[src/design/glob_wildcard_matcher_top_macros.svh]
// Assertion helpers used by the matcher RTL (gwm_nfa).
// Each macro expects clk and arst_n to be visible where it is used.
`ifndef GLOB_WILDCARD_MATCHER_TOP_MACROS_SVH
`define GLOB_WILDCARD_MATCHER_TOP_MACROS_SVH

// Same-cycle implication, disabled while reset is asserted.
`define GWM_ASSERT_SAME(label, ante, cons) \
	label: assert property (@(posedge clk) disable iff (!arst_n) (ante) |-> (cons)) \
		else $error("glob matcher check failed");

// Next-cycle implication, disabled while reset is asserted.
`define GWM_ASSERT_NEXT(label, ante, cons) \
	label: assert property (@(posedge clk) disable iff (!arst_n) (ante) |=> (cons)) \
		else $error("glob matcher check failed");

`endif

[src/design/gwm_pkg.sv]
package gwm_pkg;

	localparam int PATTERN_MAX = 32;
	localparam int ACT_W       = PATTERN_MAX + 1;
	localparam int LEN_W       = 6;
	localparam int SCAN_LEVELS = $clog2(ACT_W);
	localparam int WORD_W      = 64;
	localparam int NUM_WORDS   = 4;
	localparam int CFG_IDX_W   = 3;

	localparam logic [7:0] STAR_CODE     = 8'h2A;
	localparam logic [7:0] QUESTION_CODE = 8'h3F;
	localparam logic [7:0] UPPER_FIRST   = 8'h41;
	localparam logic [7:0] UPPER_LAST    = 8'h5A;
	localparam logic [7:0] CASE_OFFSET   = 8'h20;

	localparam logic [CFG_IDX_W-1:0] REG_PAT_A  = 3'd0;
	localparam logic [CFG_IDX_W-1:0] REG_PAT_B  = 3'd1;
	localparam logic [CFG_IDX_W-1:0] REG_PAT_C  = 3'd2;
	localparam logic [CFG_IDX_W-1:0] REG_PAT_D  = 3'd3;
	localparam logic [CFG_IDX_W-1:0] REG_LENGTH = 3'd4;
	localparam logic [CFG_IDX_W-1:0] REG_ICASE  = 3'd5;

	typedef logic [ACT_W-1:0] act_t;

	typedef struct packed {
		logic [PATTERN_MAX-1:0][7:0] pat_bytes;
		logic [PATTERN_MAX-1:0]      star;
		logic [PATTERN_MAX-1:0]      qmark;
		logic [PATTERN_MAX-1:0]      in_use;
		logic [LEN_W-1:0]            len;
		logic                        icase;
		act_t                        start_set;
		logic                        restart;
	} gwm_cfg_t;

	function automatic logic [7:0] fold_byte(logic [7:0] b, logic icase);
		logic [7:0] r;
		r = b;
		if (icase && b >= UPPER_FIRST && b <= UPPER_LAST) begin
			r = b + CASE_OFFSET;
		end
		return r;
	endfunction

	// Prefix scan: a set position spreads forward across a run of stars.
	// Equivalent to a carry chain with generate = set bits and
	// propagate = star at the position just below.
	function automatic act_t star_closure(act_t gen, logic [PATTERN_MAX-1:0] star);
		act_t g;
		act_t p;
		act_t g_n;
		act_t p_n;
		int   d;
		g = gen;
		p = {star, 1'b0};
		for (int lvl = 0; lvl < SCAN_LEVELS; lvl++) begin
			d = 1 << lvl;
			for (int k = 0; k < ACT_W; k++) begin
				if (k >= d) begin
					g_n[k] = g[k] | (p[k] & g[k-d]);
					p_n[k] = p[k] & p[k-d];
				end else begin
					g_n[k] = g[k];
					p_n[k] = 1'b0;
				end
			end
			g = g_n;
			p = p_n;
		end
		return g;
	endfunction

endpackage

[src/design/glob_wildcard_matcher_top.sv]
// Glob matcher: checks a byte stream against a pattern of up to 32 bytes in
// which '*' matches any run of bytes and '?' matches any single byte.
// Input channel (in_valid/in_ready): one transfer per string byte, with
// no_char for an item without a byte and last_char on the final item.
// Output channel (out_valid/out_ready): one transfer carrying matched for
// each item that had last_char set; other items produce nothing.
// Configuration is a plain write port (cfg_wr_en, cfg_addr, cfg_wr_data);
// any write to a known register restarts the string in progress.
// Throughput is one input transfer per cycle unless a final item waits on a
// blocked result register. The result of a final item goes first into the
// input register, then through the position-vector update into the result
// register. The update is a single pass of compare logic plus a six-level
// prefix scan for runs of stars.
// Reset clears the pattern, the length and the case mode, empties both
// registers and restarts at the start position set.
// When the receiver stalls, the result register holds; further bytes of
// the next string keep flowing, and only a second final item waits.
module glob_wildcard_matcher_top (
	input  logic                           clk,
	input  logic                           arst_n,
	input  logic                           cfg_wr_en,
	input  logic [gwm_pkg::CFG_IDX_W-1:0]  cfg_addr,
	input  logic [gwm_pkg::WORD_W-1:0]     cfg_wr_data,
	input  logic                           in_valid,
	output logic                           in_ready,
	input  logic [7:0]                     char_code,
	input  logic                           no_char,
	input  logic                           last_char,
	output logic                           out_valid,
	input  logic                           out_ready,
	output logic                           matched
);

	// Folded pattern, wildcard masks and the start set, all derived from the
	// configuration registers.
	gwm_pkg::gwm_cfg_t cfg;

	gwm_cfg u_cfg (
		.clk         (clk),
		.arst_n      (arst_n),
		.cfg_wr_en   (cfg_wr_en),
		.cfg_addr    (cfg_addr),
		.cfg_wr_data (cfg_wr_data),
		.cfg         (cfg)
	);

	// Input register, position-vector state and the result register.
	gwm_nfa u_nfa (
		.clk       (clk),
		.arst_n    (arst_n),
		.cfg       (cfg),
		.in_valid  (in_valid),
		.in_ready  (in_ready),
		.char_code (char_code),
		.no_char   (no_char),
		.last_char (last_char),
		.out_valid (out_valid),
		.out_ready (out_ready),
		.matched   (matched)
	);

endmodule

[src/design/gwm_cfg.sv]
module gwm_cfg (
	input  logic                                clk,
	input  logic                                arst_n,
	input  logic                                cfg_wr_en,
	input  logic [gwm_pkg::CFG_IDX_W-1:0]       cfg_addr,
	input  logic [gwm_pkg::WORD_W-1:0]          cfg_wr_data,
	output gwm_pkg::gwm_cfg_t                   cfg
);

	logic [gwm_pkg::NUM_WORDS-1:0][gwm_pkg::WORD_W-1:0] pat_words_q;
	logic [gwm_pkg::LEN_W-1:0]                          len_q;
	logic                                               icase_q;
	logic [gwm_pkg::PATTERN_MAX-1:0][7:0]               raw_bytes;
	logic [gwm_pkg::LEN_W-1:0]                          len_used;
	logic                                               known_reg;

	always_ff @(posedge clk or negedge arst_n) begin
		if (!arst_n) begin
			pat_words_q <= '0;
			len_q       <= '0;
			icase_q     <= 1'b0;
		end else if (cfg_wr_en) begin
			case (cfg_addr)
				gwm_pkg::REG_PAT_A:  pat_words_q[0] <= cfg_wr_data;
				gwm_pkg::REG_PAT_B:  pat_words_q[1] <= cfg_wr_data;
				gwm_pkg::REG_PAT_C:  pat_words_q[2] <= cfg_wr_data;
				gwm_pkg::REG_PAT_D:  pat_words_q[3] <= cfg_wr_data;
				gwm_pkg::REG_LENGTH: len_q <= cfg_wr_data[gwm_pkg::LEN_W-1:0];
				gwm_pkg::REG_ICASE:  icase_q <= cfg_wr_data[0];
				default: ;
			endcase
		end
	end

	always_comb begin
		case (cfg_addr)
			gwm_pkg::REG_PAT_A, gwm_pkg::REG_PAT_B, gwm_pkg::REG_PAT_C,
			gwm_pkg::REG_PAT_D, gwm_pkg::REG_LENGTH, gwm_pkg::REG_ICASE: known_reg = 1'b1;
			default: known_reg = 1'b0;
		endcase
	end

	assign raw_bytes = pat_words_q;
	assign len_used  = (len_q > gwm_pkg::LEN_W'(gwm_pkg::PATTERN_MAX)) ?
		gwm_pkg::LEN_W'(gwm_pkg::PATTERN_MAX) : len_q;

	always_comb begin
		for (int i = 0; i < gwm_pkg::PATTERN_MAX; i++) begin
			cfg.pat_bytes[i] = gwm_pkg::fold_byte(raw_bytes[i], icase_q);
			cfg.in_use[i]    = gwm_pkg::LEN_W'(i) < len_used;
			cfg.star[i]      = cfg.in_use[i] && (cfg.pat_bytes[i] == gwm_pkg::STAR_CODE);
			cfg.qmark[i]     = cfg.in_use[i] && (cfg.pat_bytes[i] == gwm_pkg::QUESTION_CODE);
		end
		cfg.len       = len_used;
		cfg.icase     = icase_q;
		cfg.start_set = gwm_pkg::star_closure(gwm_pkg::act_t'(1), cfg.star);
		cfg.restart   = cfg_wr_en && known_reg;
	end

endmodule

[src/design/gwm_nfa.sv]
`include "glob_wildcard_matcher_top_macros.svh"

module gwm_nfa (
	input  logic              clk,
	input  logic              arst_n,
	input  gwm_pkg::gwm_cfg_t cfg,
	input  logic              in_valid,
	output logic              in_ready,
	input  logic [7:0]        char_code,
	input  logic              no_char,
	input  logic              last_char,
	output logic              out_valid,
	input  logic              out_ready,
	output logic              matched
);

	logic                          valid_s1;
	logic [7:0]                    char_s1;
	logic                          none_s1;
	logic                          last_s1;
	gwm_pkg::act_t                 active_q;
	logic                          fresh_q;
	logic                          out_valid_q;
	logic                          matched_q;
	logic                          advance;
	logic [7:0]                    ch;
	gwm_pkg::act_t                 cur;
	gwm_pkg::act_t                 stepped;
	gwm_pkg::act_t                 next_set;
	logic [gwm_pkg::PATTERN_MAX-1:0] lit_ok;
	logic                          hit;

	// The stage moves on unless it holds a final item and the result slot is blocked.
	assign advance  = valid_s1 && (!last_s1 || !out_valid_q || out_ready);
	assign in_ready = !valid_s1 || advance;

	always_ff @(posedge clk or negedge arst_n) begin
		if (!arst_n) begin
			valid_s1 <= 1'b0;
		end else if (in_valid && in_ready) begin
			valid_s1 <= 1'b1;
		end else if (advance) begin
			valid_s1 <= 1'b0;
		end
	end

	always_ff @(posedge clk) begin
		if (in_valid && in_ready) begin
			char_s1 <= char_code;
			none_s1 <= no_char;
			last_s1 <= last_char;
		end
	end

	always_comb begin
		cur = fresh_q ? cfg.start_set : active_q;
		ch  = gwm_pkg::fold_byte(char_s1, cfg.icase);
		stepped = '0;
		for (int i = 0; i < gwm_pkg::PATTERN_MAX; i++) begin
			lit_ok[i] = cfg.in_use[i] && !cfg.star[i] &&
				(cfg.qmark[i] || (cfg.pat_bytes[i] == ch));
			stepped[i]   = stepped[i] | (cur[i] & cfg.star[i]);
			stepped[i+1] = cur[i] & lit_ok[i];
		end
		next_set = none_s1 ? cur : gwm_pkg::star_closure(stepped, cfg.star);
		hit      = next_set[cfg.len];
	end

	always_ff @(posedge clk or negedge arst_n) begin
		if (!arst_n) begin
			fresh_q <= 1'b1;
		end else if (cfg.restart || (advance && last_s1)) begin
			fresh_q <= 1'b1;
		end else if (advance) begin
			fresh_q <= 1'b0;
		end
	end

	always_ff @(posedge clk) begin
		if (advance && !last_s1) begin
			active_q <= next_set;
		end
	end

	always_ff @(posedge clk or negedge arst_n) begin
		if (!arst_n) begin
			out_valid_q <= 1'b0;
		end else if (advance && last_s1) begin
			out_valid_q <= 1'b1;
		end else if (out_ready) begin
			out_valid_q <= 1'b0;
		end
	end

	always_ff @(posedge clk) begin
		if (advance && last_s1) begin
			matched_q <= hit;
		end
	end

	assign out_valid = out_valid_q;
	assign matched   = matched_q;

	`GWM_ASSERT_NEXT(a_last_restarts, advance && last_s1, fresh_q && out_valid_q)
	`GWM_ASSERT_NEXT(a_mid_keeps_state, advance && !last_s1 && !cfg.restart, !fresh_q)
	`GWM_ASSERT_SAME(a_state_in_range, !fresh_q,
		(active_q & ~{cfg.in_use, 1'b1}) == '0)
	`GWM_ASSERT_SAME(a_stall_cause, !in_ready,
		valid_s1 && last_s1 && out_valid_q && !out_ready)

endmodule

[config.mk]
export PLATFORM = sky130hd
export DESIGN_NAME = glob_wildcard_matcher_top
export DESIGN_NICKNAME = d
export VERILOG_FILES = /design/src/design/gwm_pkg.sv /design/src/design/glob_wildcard_matcher_top.sv /design/src/design/gwm_cfg.sv /design/src/design/gwm_nfa.sv
export VERILOG_INCLUDE_DIRS = /design/src /design/src/design
export SDC_FILE = /design/constraint.sdc
export NUM_CORES = 1
export LEC_CHECK = 0
export BUFFER_PORTS_ARGS = -buffer_cell sky130_fd_sc_hd__buf_2
export CAP_MARGIN = 20
export CORE_MARGIN = 2
export CORE_UTILIZATION = 53
export CTS_CLUSTER_DIAMETER = 50
export DETAILED_ROUTE_END_ITERATION = 10
export GPL_TIMING_DRIVEN = 1
export PLACE_DENSITY_LB_ADDON = 0.08
export SETUP_SLACK_MARGIN = 0.2
export SLEW_MARGIN = 20
export SYNTH_ARGS = -nofsm -noshare
export SYNTH_HDL_FRONTEND = slang
export SYNTH_SLANG_ARGS = --single-unit
export TNS_END_PERCENT = 5
[constraint.sdc]
create_clock -name clk -period 5.65 [get_ports clk]
set_input_delay 0.2825 -clock clk [delete_from_list [all_inputs] [get_ports clk]]
set_output_delay 0.2825 -clock clk [all_outputs]
set_load 0.05 [all_outputs]
==> results.yml, run 1 <==
status:
  status: "finished clean"
sta:
  worstMarginPinSlew_ns: 1.09
  period_minus_slack_ns: 5.22
  hold_viol: 0
  skew_ns: 0.0170
  tns_ns: 0
  finalCritPeriodShare_pct: 92.3
  fmax_mhz: 192
  rsz0062_at_grt: "no"
  drv_slew: 0
  setup_violations: 0
  slew-limit-headroom_pct: 27.0
clock_network:
  htree_levels: 2
  numClockSinks: 310
  cts_tree: "done"
  clk_pin_slew_worst_paths_ns: 0.06
  cts_buffer_depth: 3
  insertion_delay_ns: 0.59
  cts_root_buf: "clkbuf_16"
  cts_inserted_buffers: 47
worst_setup_path:
  critPathCapture: "u_nfa.matched$_DFFE_PP_"
  path_class: "reg -> reg"
  ff2ff_setup_slack_ns: 0.43
  crit_start: "u_cfg.icase_q$_DFFE_PN0P_"
  critical_path_required_ns: 6.08
  worstSetupStartpointType: "flip-flop"
  worst_setup_path_end_kind: "flip-flop"
  r2r-end: "u_nfa.matched$_DFFE_PP_"
  worst-r2r-cell-count: 17
  r2r_start: "u_cfg.icase_q$_DFFE_PN0P_"
  crit_path_max_fanout: 21
  arrival_ns: 5.65
global_route:
  track_usage_pct: 38.8
  grt_pass1_wl_um: 132000
  antenna_found_initial: 2
  grt_max_degree: 155
  grt_pass1_vias: 21200
  gr-total-overflow: 0
power_and_ir_drop:
  clockPowerShare_pct: 33.4
  peakVddDrop_mv: 0.303
  p_int_uw: 5870
  p_seq_share_pct: 36.6
  switching_share_pct: 37.1
  p_total_uw: 9340
  p_per_area_nw_per_um2: 346
  p_leak_uw: 0.0104
  combPwrFrac_pct: 30.0
  switching_power_uw: 3470
floorplan:
  die_w_um: 213
  die_h_um: 213
  coreArea_um2: 43200
  start_util_pct: 53.7
  dieArea_um2: 45500
  io_pins: 85
  row_count: 76
job:
  max_cap_violations: 0
route:
  drt-initial-drc-count: 2434
  wl_per_cell_um: 26.2
  vias_per_cell: 6.70
  drtAntennaViolNets: 0
  vias: 22400
  dr.pass1.iters: 6
  wirelength_um: 87800
  drc: 0
finish:
  drive_gt1_share_pct: 22.1
  mostFrequentLayoutCell: "dfrtp_1"
  final_cell_mix: "dfrtp_1 (263), mux2_2 (230), nand2_1 (206), nor2_1 (174), xnor2_1 (145)"
  area_growth_pct: 16.3
  fin_util_pct: 62.5
  diodes: 0
  final_nets: 2844
hold_path:
  hp-class: "in -> reg"
yosys:
  synth_warnings: 0
  syn_nets: 2675
  synth_edf_count: 44
  syn_area_per_cell_um2: 9.06
  synth.ff_latch_count: 310
  syn_inst: 2560
  yosysSeqAreaShare_pct: 34.4
  ys_async_sr_fraction_pct: 85.8
  yosysUniqueCellTypes: 111
  ys.flop_type: "dfrtp_1"
  syn_area_um2: 23200
place:
  gp_congestion: 1.04
  numPortBuffers: 84
  hpwl_um: 64200
timing repair:
action                                 4_1_cts  5_1_grt
hold buffers                                29        0
setup endpoints to repair                    1        2
buffers inserted                             0        1
gates resized for setup                      2       19
pin swaps                                    0        2
endpoints found under the hold margin      110        0
through the flow:
stage	hold slack (ns)	cells	instance area, µm²	worst slack [ns]
6_report	0.0202	3352	27000	0.435
5_1_grt	0.0160	3352	27000	0.181
4_1_cts	0.000369	3350	26900	0.280
3_5_place_dp	0.226	3234	24900	0.140
3_3_place_gp	0.213	3234	24900	0.166
2_1_floorplan	-0.0131	2560	23200	1.25
worst min-delay path by stage:
stage                    start                                 end  slack (ns)  cells after the start
5_1_grt         cfg_wr_data[6]   u_cfg.pat_words_q[70]$_DFFE_PN0P_        0.02                      2
3_5_place_dp            arst_n  u_cfg.pat_words_q[251]$_DFFE_PN0P_        0.23                      1
2_1_floorplan           arst_n           u_cfg.icase_q$_DFFE_PN0P_       -0.01                      0
6_report        cfg_wr_data[9]   u_cfg.pat_words_q[73]$_DFFE_PN0P_        0.02                      2
4_1_cts        cfg_wr_data[62]  u_cfg.pat_words_q[126]$_DFFE_PN0P_      0.0004                      3
3_3_place_gp            arst_n  u_cfg.pat_words_q[251]$_DFFE_PN0P_        0.21                      1
worst max-delay path: stages, from the launching register on:
cell	delay [ns]
dfrtp_2	0.53
buf_12	0.22
and4bb_1	0.21
o21ai_1	0.08
a2111o_1	0.46
nor4_1	0.55
nand2_1	0.19
o21a_1	0.26
a2111oi_1	0.55
o22ai_1	0.14
o21ai_0	0.19
o211ai_1	0.34
a211oi_4	0.43
o21ai_2	0.17
a2111oi_2	0.37
nand3b_1	0.15
o31ai_1	0.08
nand4_1	0.09
sequential cells by signal, summed over array words and instances (netlist names):
register           flops
u_cfg.icase_q          1
u_cfg.len_q            6
u_cfg.pat_words_q    256
u_nfa.active_q        33
u_nfa.char_s1          8
u_nfa.fresh_q          1
u_nfa.last_s1          1
u_nfa.matched          1
u_nfa.none_s1          1
u_nfa.out_valid        1
u_nfa.valid_s1         1
cells in the mapped netlist, types with 26 or more instances:
cell	count	area, µm²
a31oi_1	38	238
nor2_1	178	668
nand3_1	78	390
a21oi_1	111	556
mux2_2	230	2590
or3_1	59	369
ha_1	33	413
xor2_1	87	762
dfrtp_1	265	6630
nor4_1	47	294
inv_1	76	285
nor2b_1	26	163
xnor2_1	145	1270
nand2_1	206	773
edfxtp_1	44	1320
o21ai_0	119	596
nand4_1	40	250
or2_2	27	169
o31ai_1	33	248
clkbuf_1	66	248
nor3_1	99	495
layout make-up:
class	count	area (µm²)
timing repair buffer	229	1690
tap	585	732
inverter	77	289
fill	3677	16200
clock inverter	30	353
multi-input combinational	2064	14600
clock buffer	57	1320
sequential	310	7980
cells by family after synthesis:
logic type                 share of synthesized area [%]
AOI/OAI and AO/OA                                   19.6
xor gates and xnor gates                            8.76
adders and majority gates                           1.78
buffers and inverters                               3.23
DFF                                                 34.4
muxes                                               11.2
and+or+nand+nor                                     21.0
power groups by stage:
stage               sequential [µW]  clock (µW)  combinational [µW]
finish                         3410        3120                2800
global route                   3490        3250                3050
CTS                            3380        3150                2730
detailed placement             3420           0                2700
global placement               3390           0                2610
floorplan                      3190           0                1990
routing by layer:
| metal | vias to the layer above | GRT usage (%) | routed length (µm) |
|---|---|---|---|
| met5 | - | 0 | 30 |
| li1 | 10000 | - | - |
| met3 | 258 | 6.90 | 7680 |
| met4 | 4 | 18.5 | 4350 |
| met2 | 1128 | 58.6 | 38300 |
| met1 | 11000 | 53.8 | 37400 |
Power figures use the tool's default switching activity.
==> inputs of run 2 (changes only) <==
ABC_AREA = 1   (was not set)
HOLD_SLACK_MARGIN = 0.06   (was not set)
SETUP_SLACK_MARGIN = 0.3   (was 0.2)
==> results.yml, run 2 <==
status:
  status: "finished clean"
global_route:
  grt_pass1_wl_um: 140000
  track_usage_pct: 39.4
  gr-total-overflow: 0
  antenna_found_initial: 2
  grt_max_degree: 128
  grt_pass1_vias: 24300
clock_network:
  cts_root_buf: "clkbuf_16"
  clk_pin_slew_worst_paths_ns: 0.06
  cts_buffer_depth: 3
  htree_levels: 2
  cts_inserted_buffers: 46
  cts-resized-gates: 0
  cts_tree: "done"
  numClockSinks: 310
  insertion_delay_ns: 0.60
yosys:
  post-synth-top-count-cell: "nand2_1"
  ys.flop_type: "dfrtp_1"
  synth_top_area_share_pct: 28.1
  synth_warnings: 0
  syn_area_per_cell_um2: 6.59
  synth_largest_area_cell: "dfrtp_1"
  yosysUniqueCellTypes: 60
  syn_nets: 3696
  yosys-top-cells-count: "nand2_1 (1056), inv_1 (441), nor2_1 (335)"
  yosysSeqAreaShare_pct: 33.8
  synth.ff_latch_count: 310
  ys_async_sr_fraction_pct: 85.8
  synth_top_cells_by_area: "dfrtp_1 (28%), nand2_1 (17%), inv_1 (7.0%)"
  synth_edf_count: 44
  syn_inst: 3581
  syn_area_um2: 23600
sta:
  fmax_mhz: 200
  drv_slew: 0
  skew_ns: 0.0255
  rsz0062_at_grt: "no"
  slew-limit-headroom_pct: 31.4
  finalCritPeriodShare_pct: 88.6
  worstMarginPinSlew_ns: 1.02
  setup_violations: 0
  period_minus_slack_ns: 5.00
  hold_viol: 0
  tns_ns: 0
finish:
  diodes: 0
  final_nets: 3807
  mostFrequentLayoutCell: "nand2_1"
  finalNonFillerCells: 4321
  final_cell_mix: "nand2_1 (1053), inv_1 (440), nor2_1 (334), o21ai_0 (295), dfrtp_1 (265)"
  largest_reg_flops: 256
  regArea_um2: 7980
  drive_gt1_share_pct: 9.49
  area_growth_pct: 12.9
  multi_input_area_um2: 13400
  reg_top3: "u_cfg.pat_words_q (256), u_nfa.active_q (33), u_nfa.char_s1 (8)"
  fillCellCount: 4209
  regMostFlops: "u_cfg.pat_words_q"
route:
  vias_per_cell: 5.91
  drt-initial-drc-count: 2910
  drtAntennaViolNets: 0
  wirelength_um: 91500
  dr.pass1.iters: 7
  wl_per_cell_um: 21.2
  drc: 0
  vias: 25500
worst_setup_path:
  critical_path_required_ns: 6.09
  r2r_start: "u_cfg.icase_q$_DFFE_PN0P_"
  path_class: "reg -> reg"
  critPathBufInv: 2
  arrival_ns: 5.45
  crit_path_max_incr_delay_ns: 0.52
  worst_setup_path_end_kind: "flip-flop"
  crit_path_max_fanout: 26
  worst_path_most_repeated_cell: "nand2_1"
  r2r-end: "u_nfa.matched$_DFFE_PP_"
  worst-r2r-cell-count: 25
  crit_start: "u_cfg.icase_q$_DFFE_PN0P_"
  worstSetupStartpointType: "flip-flop"
  crit_family: "simple AND/OR/NAND/NOR gates"
  ff2ff_setup_slack_ns: 0.65
  slowest_stage: "buf_4"
hold_path:
  whs_endpoint: "u_cfg.pat_words_q[83]$_DFFE_PN0P_"
  min_path_cells: 3
  holdCritStartpoint: "cfg_wr_data[19]"
  hp-class: "in -> reg"
floorplan:
  io_pins: 85
  start_util_pct: 53.5
  dieArea_um2: 46200
  row_count: 77
  die_h_um: 215
  die_w_um: 215
  coreArea_um2: 44100
power_and_ir_drop:
  peakVddDrop_mv: 0.293
  p_per_area_nw_per_um2: 319
  p_leak_uw: 0.0130
place:
  place_inst: 4181
  gp_congestion: 1.08
  hpwl_um: 67200
  numPortBuffers: 84
job:
  max_cap_violations: 0
## run 2: changes by cell type after synthesis, sizes merged, moves of 89 or more
| cell | delta |
|---|---|
| nand4 | +89 |
| mux2 | -230 |
| nand2 | +876 |
| inv | +385 |
| nand3 | +194 |
| nor2 | +210 |
| o21ai | +189 |
## run 2: layout make-up
type                    count  share of cell area, %
multi-input cells        2693                   50.3
flip-flops and latches    310                   30.0
inverters                 465                   6.56
clock buffers              60                   4.87
repair buffers            176                   4.75
well taps                 592                   2.78
clock inverters            25                  0.756
## run 2: repair_timing
item	in CTS	in global routing
setup buffers	0	2
hold endpoints to repair	191	0
hold buffers	53	0
endpoints found under the setup margin	0	1
## run 2: report_power, final
group	switching, µW	total (µW)	internal, µW
registers	485	3130	2650
clock network	1160	2840	1680
logic	1700	2530	829
## run 2: through the flow
stage / total power [µW] / hold slack, ns / worst slack (ns) / cell area, µm² / util, %
3_5_place_dp: 5570 / 0.298 / 0.632 / 24600 / 55.7
5_1_grt: 8950 / 0.0834 / 0.479 / 26600 / 60.4
3_3_place_gp: 5450 / 0.289 / 0.678 / 24600 / 55.7
6_report: 8500 / 0.0735 / 0.645 / 26600 / 60.4
2_1_floorplan: 4780 / -0.0131 / 2.66 / 23600 / -
4_1_cts: 8440 / 0.0612 / 0.592 / 26600 / 60.3
## run 2: cells by family (layout without fill, tap and decap cells)
group                    count (synthesis)  in the layout  synth area share (%)
XOR/XNOR                               110            110                  4.08
AND/OR/NAND/NOR                       1996           1996                  37.7
buffers and inverters                  578            726                  9.58
AO/OA/AOI/OAI                          554            554                  13.1
adder cells (fa/ha/maj)                 33             33                  1.75
flip-flops                             310            310                  33.8
## run 2: worst max-delay path by stage
stage | slack, ns | depth (start not counted) | end
CTS | 0.59 | 26 | u_nfa.matched$_DFFE_PP_
finish | 0.65 | 25 | u_nfa.matched$_DFFE_PP_
floorplan | 2.66 | 26 | u_nfa.matched$_DFFE_PP_
global placement | 0.68 | 26 | u_nfa.matched$_DFFE_PP_
global route | 0.48 | 27 | u_nfa.matched$_DFFE_PP_
detailed placement | 0.63 | 26 | u_nfa.matched$_DFFE_PP_
## run 2: worst min-delay path, stage by stage
cell     delay, ns
buf_2         0.08
inv_1         0.09
o21ai_0       0.17
## run 2: per-layer routing
| layer | global-route usage, % | up-vias | routed length (µm) |
|---|---|---|---|
| met1 | 51.6 | 12000 | 37100 |
| met5 | 0 | - | 13 |
| met2 | 64.0 | 1319 | 41300 |
| met3 | 6.06 | 284 | 8320 |
| li1 | - | 11900 | - |
| met4 | 18.8 | 2 | 4830 |
